===== src/rtl/core/mtg_pkg.sv =====
// ----------------------------------------------------------------------------
// MT19937 generator package
// Shared constants, store address type and the command bundle that the
// controller sends to the datapath.
// ----------------------------------------------------------------------------
package mtg_pkg;

   localparam int STATE_WORDS  = 624;
   localparam int TWIST_OFFSET = 397;
   localparam int ADDR_W       = $clog2(STATE_WORDS + 2);
   localparam int WORD_W       = 32;

   typedef logic [ADDR_W-1:0] addr_type;
   typedef logic [WORD_W-1:0] word_type;

   localparam addr_type LAST_ADDR    = addr_type'(STATE_WORDS - 1);
   localparam addr_type POS_EXHAUST  = addr_type'(STATE_WORDS);
   localparam addr_type POS_UNSEEDED = addr_type'(STATE_WORDS + 1);
   localparam addr_type FAR_START    = addr_type'(TWIST_OFFSET);

   localparam word_type TWIST_XOR    = 32'h9908_b0df;
   localparam word_type HIGH_BIT     = 32'h8000_0000;
   localparam word_type LOW_BITS     = 32'h7fff_ffff;
   localparam word_type TEMPER_B     = 32'h9d2c_5680;
   localparam word_type TEMPER_C     = 32'hefc6_0000;
   localparam word_type SEED_MULT    = 32'd6069;
   localparam word_type DEFAULT_SEED = 32'd4357;

   // Request operation codes
   localparam logic OP_DRAW = 1'b0;
   localparam logic OP_SEED = 1'b1;

   // Source of the word written into the store
   typedef enum logic {
      WR_SEED,
      WR_TWIST
   } wsel_type;

   typedef struct packed {
      addr_type rd_a_addr;
      addr_type rd_b_addr;
      logic     wr_en;
      addr_type wr_addr;
      wsel_type wr_sel;
      logic     load_cur;
      logic     seed_load;
      logic     seed_default;
      logic     seed_step;
      logic     out_load;
   } cmd_type;

endpackage


===== src/rtl/core/mtg_ctrl.sv =====
// ----------------------------------------------------------------------------
// MT19937 generator controller
// Sequences seeding, the in-place twist and draws, and owns the read
// position and the result valid flag.
// ----------------------------------------------------------------------------
module mtg_ctrl
   import mtg_pkg::*;
(
   input  logic    clock,
   input  logic    reset,
   input  logic    req_valid,
   output logic    req_stall,
   input  logic    req_op,
   output logic    rsp_valid,
   input  logic    rsp_stall,
   output cmd_type cmd
);

   typedef enum logic [2:0] {
      ST_IDLE,
      ST_SEED,
      ST_TW_PRIME,
      ST_TW_READ,
      ST_TW_WRITE,
      ST_DRAW_READ,
      ST_DRAW_OUT
   } state_type;

   state_type state_ff, state_in;
   addr_type  pos_ff, pos_in;
   addr_type  k_ff, k_in;
   addr_type  far_ff, far_in;
   logic      draw_ff, draw_in;
   logic      rsp_valid_ff, rsp_valid_in;
   logic      accept;
   logic      slot_free;
   addr_type  nxt;
   addr_type  far_nxt;

   assign req_stall = (state_ff != ST_IDLE);
   assign accept    = req_valid && !req_stall;
   assign slot_free = !rsp_valid_ff || !rsp_stall;
   assign nxt       = (k_ff == LAST_ADDR) ? '0 : k_ff + addr_type'(1);
   assign far_nxt   = (far_ff == LAST_ADDR) ? '0 : far_ff + addr_type'(1);

   always_comb begin
      state_in     = state_ff;
      pos_in       = pos_ff;
      k_in         = k_ff;
      far_in       = far_ff;
      draw_in      = draw_ff;
      rsp_valid_in = rsp_valid_ff && rsp_stall;
      cmd          = '0;
      cmd.wr_sel   = WR_SEED;
      unique case (state_ff)
         ST_IDLE: begin
            if (accept) begin
               k_in   = '0;
               far_in = FAR_START;
               if (req_op == OP_SEED) begin
                  cmd.seed_load = 1'b1;
                  draw_in       = 1'b0;
                  state_in      = ST_SEED;
               end else if (pos_ff > POS_EXHAUST) begin
                  cmd.seed_load    = 1'b1;
                  cmd.seed_default = 1'b1;
                  draw_in          = 1'b1;
                  state_in         = ST_SEED;
               end else if (pos_ff == POS_EXHAUST) begin
                  state_in = ST_TW_PRIME;
               end else begin
                  state_in = ST_DRAW_READ;
               end
            end
         end
         ST_SEED: begin
            cmd.wr_en     = 1'b1;
            cmd.wr_addr   = k_ff;
            cmd.wr_sel    = WR_SEED;
            cmd.seed_step = 1'b1;
            if (k_ff == LAST_ADDR) begin
               k_in     = '0;
               pos_in   = POS_EXHAUST;
               state_in = draw_ff ? ST_TW_PRIME : ST_IDLE;
            end else begin
               k_in = k_ff + addr_type'(1);
            end
         end
         ST_TW_PRIME: begin
            cmd.rd_a_addr = '0;
            state_in      = ST_TW_READ;
         end
         ST_TW_READ: begin
            cmd.rd_a_addr = nxt;
            cmd.rd_b_addr = far_ff;
            cmd.load_cur  = 1'b1;
            state_in      = ST_TW_WRITE;
         end
         ST_TW_WRITE: begin
            cmd.rd_a_addr = nxt;
            cmd.wr_en     = 1'b1;
            cmd.wr_addr   = k_ff;
            cmd.wr_sel    = WR_TWIST;
            if (k_ff == LAST_ADDR) begin
               pos_in   = '0;
               state_in = ST_DRAW_READ;
            end else begin
               k_in     = nxt;
               far_in   = far_nxt;
               state_in = ST_TW_READ;
            end
         end
         ST_DRAW_READ: begin
            cmd.rd_a_addr = pos_ff;
            state_in      = ST_DRAW_OUT;
         end
         ST_DRAW_OUT: begin
            cmd.rd_a_addr = pos_ff;
            if (slot_free) begin
               cmd.out_load = 1'b1;
               rsp_valid_in = 1'b1;
               pos_in       = pos_ff + addr_type'(1);
               state_in     = ST_IDLE;
            end
         end
         default: begin
            state_in = ST_IDLE;
         end
      endcase
   end

   always_ff @(posedge clock) begin
      if (reset) begin
         state_ff     <= ST_IDLE;
         pos_ff       <= POS_UNSEEDED;
         k_ff         <= '0;
         far_ff       <= FAR_START;
         draw_ff      <= 1'b0;
         rsp_valid_ff <= 1'b0;
      end else begin
         state_ff     <= state_in;
         pos_ff       <= pos_in;
         k_ff         <= k_in;
         far_ff       <= far_in;
         draw_ff      <= draw_in;
         rsp_valid_ff <= rsp_valid_in;
      end
   end

   assign rsp_valid = rsp_valid_ff;

   // The read position never goes past the unseeded marker.
   a_pos_range: assert property (@(posedge clock) disable iff (reset)
      pos_ff <= POS_UNSEEDED)
      else $error("read position out of range");

   // A draw on an unseeded store starts the default seeding.
   a_unseeded_draw: assert property (@(posedge clock) disable iff (reset)
      (accept && req_op == OP_DRAW && pos_ff == POS_UNSEEDED)
      |=> (state_ff == ST_SEED && draw_ff))
      else $error("unseeded draw did not seed");

   // A result is only loaded when the output register can take it.
   a_out_slot: assert property (@(posedge clock) disable iff (reset)
      cmd.out_load |-> slot_free)
      else $error("result overwrote a pending transfer");

   // The far index tracks the twist index at the fixed offset.
   a_far_offset: assert property (@(posedge clock) disable iff (reset)
      (state_ff == ST_TW_READ || state_ff == ST_TW_WRITE)
      |-> (({1'b0, far_ff} == {1'b0, k_ff} + (ADDR_W+1)'(TWIST_OFFSET)) ||
           ({1'b0, far_ff} + (ADDR_W+1)'(STATE_WORDS - TWIST_OFFSET)
            == {1'b0, k_ff})))
      else $error("twist far index misaligned");

   // A draw is only read from a valid store position.
   a_draw_pos: assert property (@(posedge clock) disable iff (reset)
      (state_ff == ST_DRAW_READ) |-> (pos_ff < POS_EXHAUST))
      else $error("draw from exhausted position");

endmodule


===== config.mk =====
export PLATFORM = sky130hd
export DESIGN_NAME = mtg_ctrl
export DESIGN_NICKNAME = d
export VERILOG_FILES = /design/src/rtl/core/mtg_pkg.sv /design/src/rtl/core/mtg_ctrl.sv
export SDC_FILE = /design/constraint.sdc
export NUM_CORES = 1
export LEC_CHECK = 0
export ABC_AREA = 0
export BUFFER_PORTS_ARGS = -buffer_cell sky130_fd_sc_hd__clkbuf_2
export CAP_MARGIN = 10
export CORE_MARGIN = 2
export CORE_UTILIZATION = 50
export DETAILED_ROUTE_END_ITERATION = 7
export GPL_ROUTABILITY_DRIVEN = 0
export PLACE_DENSITY = 0.73
export RECOVER_POWER = 100
export SLEW_MARGIN = 20
export SYNTH_ARGS = -nofsm -noshare
export SYNTH_HDL_FRONTEND = slang
export SYNTH_SLANG_ARGS = --single-unit

===== constraint.sdc =====
create_clock -name clock -period 2.15 [get_ports clock]
set_input_delay 0.43 -clock clock [delete_from_list [all_inputs] [get_ports clock]]
set_output_delay 0.43 -clock clock [all_outputs]
set_load 0.03 [all_outputs]

=== Word level (Yosys, flattened, before mapping) ===
Index checks and enable logic that the tools add are counted.

* Flip-flop bits (word level): 35
* Input bits: 5
* Output and inout port bits: 39
* Logic and storage cells: 80

* Add/sub/neg operators: 3
* Order comparisons: 1
* Equal/unequal tests: 14
* Multiplexer cells: 37
* Reductions and logical operators: 19

{| class="wikitable"
|+ Operators by type and width
! operator !! number
|-
| $mux W10 || 10
|-
| $pmux W10 S3 || 2
|-
| $pmux W10 S2 || 2
|-
| $add A10 B1 Y10 const B || 3
|-
| $eq A10 B10 Y1 const B || 3
|-
| $pmux W12 S2 || 1
|-
| $mux W3 || 7
|-
| $pmux W3 S7 || 1
|-
| $reduce_and A3 Y1 || 4
|-
| $gt A10 B10 Y1 const B || 1
|-
| $mux W1 || 10
|-
| $ne A2 B2 Y1 const B || 5
|-
| $eq A3 B3 Y1 const B || 3
|-
| $reduce_bool A3 Y1 || 3
|-
| $mux W2 || 4
|-
| $eq A3 B2 Y1 const B || 2
|-
| $reduce_and A4 Y1 || 1
|-
| $reduce_bool A2 Y1 || 2
|-
| $reduce_or A2 Y1 || 2
|-
| $eq A3 B1 Y1 const B || 1
|-
| $logic_not A1 Y1 || 3
|-
| $logic_not A3 Y1 || 1
|-
| $logic_and A1 B1 Y1 || 2
|-
| $logic_or A1 B1 Y1 || 1
|}

=== Longest topological paths before layout ===
* Depth after elaboration: 6
* Mapped depth: 9
* Mapped depth without buffers: 7

=== Least setup slack after synthesis ===
Ideal clock, no wire load.

* Path kind: flip-flop to output port
* Start: register state_ff[1]
* End: output port cmd[30] (netlist name)
* Arrival time: 2.017 ns
* Data required time: 1.720 ns
* Slack: -0.297 ns
* Stages on the path, launching flop included: 8
* Buffers on the path: 2
* Cells stage by stage: dfxtp_1 > buf_2 > nor2_1 > nand2_1 > buf_2 > clkinv_1 > o21ai_0 > o21ai_0

{| class="wikitable"
|+ RTL lines
! element !! RTL line !! source
|-
| from (decl) || mtg_ctrl.sv:29 || <nowiki>state_type state_ff, state_in;</nowiki>
|-
| from (signal assigned) || mtg_ctrl.sv:141 || <nowiki>state_ff <= state_in;</nowiki>
|-
| to (decl) || mtg_ctrl.sv:16 || <nowiki>output cmd_type cmd</nowiki>
|}

==> summary.md <==
| Metric | Value |
|---|---|
| Status | complete, but fails checks |
| Failing checks | setup timing |
| Core area | 0.00475 sq mm |
| Initial Util | 0.520 |
| # setup viols final | 1 |
| WHS Path Cells | 2 |
| Grt ovf | 0 |
| Max-slew violations | 0 |
| Count leader, synth | nand2_1 |
| Critical-path maximum fanout | 5 |
| Synth Register Bits | 35 |
| Hold Path Class | input port to flip-flop |
| Critical R2R Launch | k_ff[1] |
| Final wirelength | between 7 and 8 mm |
| Worst-path clk slew | 0.07 ns |
| Ys async rst share | 0 |
| Synth cell count leaders | nand2_1, o21ai_0, dfxtp_1, nor2_1, a21oi_1 |
| Final period util | 1.03 |
| Final ANT Viol Nets | 0 |
| Tmin final | 2.21 ns |
| Cell Area, Synth | 0.00247 sq mm |
| Lkg Pwr | 0.00129 uW |
| Final core occ | 0.697 |
| All-Layer GR Usage | 0.275 |
| CP Class | flip-flop to output pin |
| Via count | 2888 |
| RR Endpoint | far_ff[5] |
| Slowest cell on crit path | dfxtp_4 |
| Layout Skew | 0.00908 ns |
| WHS Endpoint | draw_ff |
| Flop-to-flop setup slack | 0.10 ns |
| Die Y | 74.3 um |
| Worst Path Required | 1.72 ns |
| Final worst slack | -0.0595 ns |
| P&R area growth vs syn | 34.1% |
| Clk sink count | 35 |
| DIE WIDTH | 74.3 um |
| Endpoint class of the critical path | output pin |
| Vias per Instance | 5.89 |
| Design area | between 0.003 and 0.004 sq mm |
| CTS Hold Buffers Added | 0 |
| CP cell instances | nor4b_4 > nand2_1 > a22oi_2 > o31a_1 > o32ai_4 > clkbuf_8 |
| Max cap viols | 0 |
| Vias in the first global route | 2524 |
| Max Freq | around 450 MHz |
| Max IR drop VDD | 0.000486 V |
| CTS max path bufs | 2 |
| Leading area contributor after synthesis | dfxtp_1 |
| Clock root buffer | clkbuf_8 |
| Hold Startpoint | req_op |
| Final Hold Viols | 0 |
| Ys Warns | 0 |
| Initial antenna violation count | 0 |
| CP arrival | 1.78 ns |
| Pre-CTS setup slack | 0.0248 ns |
| Slew Limit Headroom | 0.695 |
| Total negative setup slack | -0.0595 ns |
| Share of cells above drive strength 1 | 0.336 |
| CTS Buf Count | 5 |
| R2R cell count | 7 |
| Post-synth EDFFs | 0 |
| Post-synthesis sequential area ratio | 0.283 |
| Power per cell area | 394 mW/mm^2 |
| Wire length per cell | 15.3 um |
| Post-route DRC | 0 |
| # diodes | 0 |
| Share of the synthesized area in the top cell type | 0.283 |
| Synthesized Nets | between 300 and 400 |
| Dpl cell area | 0.00298 sq mm |
| Initial DRC Count | 234 |
| # rows | 25 |
| Avg Cell Area, Syn | 7.21 sq um |
| Yosys cell types | 59 |
| Drt first pass iters | 5 |
| Cells after synthesis | 343 |
| Port Buffers | 43 |
| IO Count | 44 |
| CTS H-tree depth | 2 |
| Global-route wire length before repair | 11.8 mm |
| Critical path buffer and inverter count | 1 |
| Main flop type after synthesis | dfxtp_1 |
| CTS tree | yes |
| Die area | 0.00552 sq mm |
| Detailed placement HPWL | 5.26 mm |
| CP startpoint kind | flip-flop |
| Largest net degree at the start of global routing | 32 |
| Top post-synthesis cells by area | dfxtp_1, o21ai_0, nand2_1 |
| Largest stage delay, worst path | 0.37 ns |
| CP top delay family | simple AND/OR/NAND/NOR gates |
| Worst-Skew Late Latency | 0.29 ns |
| Worst slew pin tran | 0.458 ns |
| NumNets Final | 431 |
| RSZ-0062 raised after global routing | true |
## registers in the layout, summed over array words and instances, names as in the netlist
register / cells
far_ff: 10
k_ff: 10
pos_ff: 10
state_ff: 3
draw_ff: 1
rsp_valid: 1
## report_power, final
part / internal [uW] / switching, uW / leakage (uW)
Combinational: 69.1 / 115 / 0.000957
Sequential: 652 / 8.96 / 0.000289
Clock: 227 / 234 / 0.0000422
## cells in the final DEF (no fill, tap or decap), types with 5 or more instances in the layout
master | synthesis | routed
a211oi_1 | 5 | 5
a21oi_1 | 25 | 25
a31oi_1 | 6 | 6
and2_1 | 22 | 20
buf_4 | 0 | 48
clkbuf_2 | 0 | 34
clkbuf_8 | 0 | 6
dfxtp_1 | 35 | 21
dfxtp_2 | 0 | 11
inv_1 | 8 | 8
nand2_1 | 37 | 37
nand3_1 | 14 | 9
nand3_2 | 0 | 5
nand3b_1 | 5 | 5
nor2_1 | 34 | 32
nor3_1 | 9 | 9
o21ai_0 | 36 | 27
o21ai_1 | 1 | 8
or3_1 | 6 | 5
xor2_1 | 6 | 6
## per-layer routing
metal	part of all wire	global-route usage	vias up
li1	-	-	1406
met2	0.49	0.458	109
met5	0	0	-
met1	0.43	0.356	1350
met4	0.026	0.115	0
met3	0.058	0.0434	23
## layout make-up
class / instances / area (sq um)
repair buffers: 91 / 604
well taps: 67 / 83.8
flip-flops and latches: 35 / 726
clock inverters: 1 / 5.00
fillers: 402 / 1440
multi-input cells: 278 / 1770
inverters: 11 / 46.3
clock buffers: 7 / 76.3
## kinds of logic (layout without fill, tap and decap cells)
group,count (synthesis),after routing,synth area share
flip-flops,35,35,0.283
adder cells (fa/ha/maj),4,4,0.0202
buffers and inverters,30,110,0.0547
XOR/XNOR,8,8,0.0283
AND/OR/NAND/NOR,156,156,0.331
AO/OA/AOI/OAI,109,109,0.278
multiplexers,1,1,0.00405
## per-stage QoR
step | std cells | power (uW) | hold WS, ns
floorplan | 343 | 775 | 0.462
detailed placement | 472 | 842 | 0.502
finish | 490 | 1310 | 0.421
global placement | 472 | 839 | 0.494
global route | 490 | 1360 | 0.430
CTS | 482 | 1300 | 0.419
## how the worst max path moves through the flow
stage | startpoint | to | slack (ns) | depth (start not counted)
floorplan | k_ff[0] | cmd[30] | 0.03 | 6
global placement | pos_ff[5] | cmd[2] | 0.03 | 6
detailed placement | pos_ff[5] | cmd[2] | 0.02 | 6
CTS | k_ff[7] | cmd[33] | -0.01 | 6
global route | k_ff[4] | cmd[33] | -0.15 | 6
finish | k_ff[4] | cmd[33] | -0.06 | 6
## worst reg2reg max path, delay by kind of cell, from the launching register on
| family | cells | cell delay (ns) |
|---|---|---|
| and+or+nand+nor | 4 | 1.18 |
| adders and majority gates | 1 | 0.18 |
| AOI/OAI and AO/OA | 1 | 0.14 |
| DFF | 1 | 0.34 |
| buffers and inverters | 1 | 0.15 |
## what timing repair did
action	CTS	global route
pin swaps	3	5
setup buffers	2	8
endpoints found under the setup margin	33	33
gates cloned	0	0
resized for setup	34	30
Note: power is estimated with default switching activity, not from simulation.
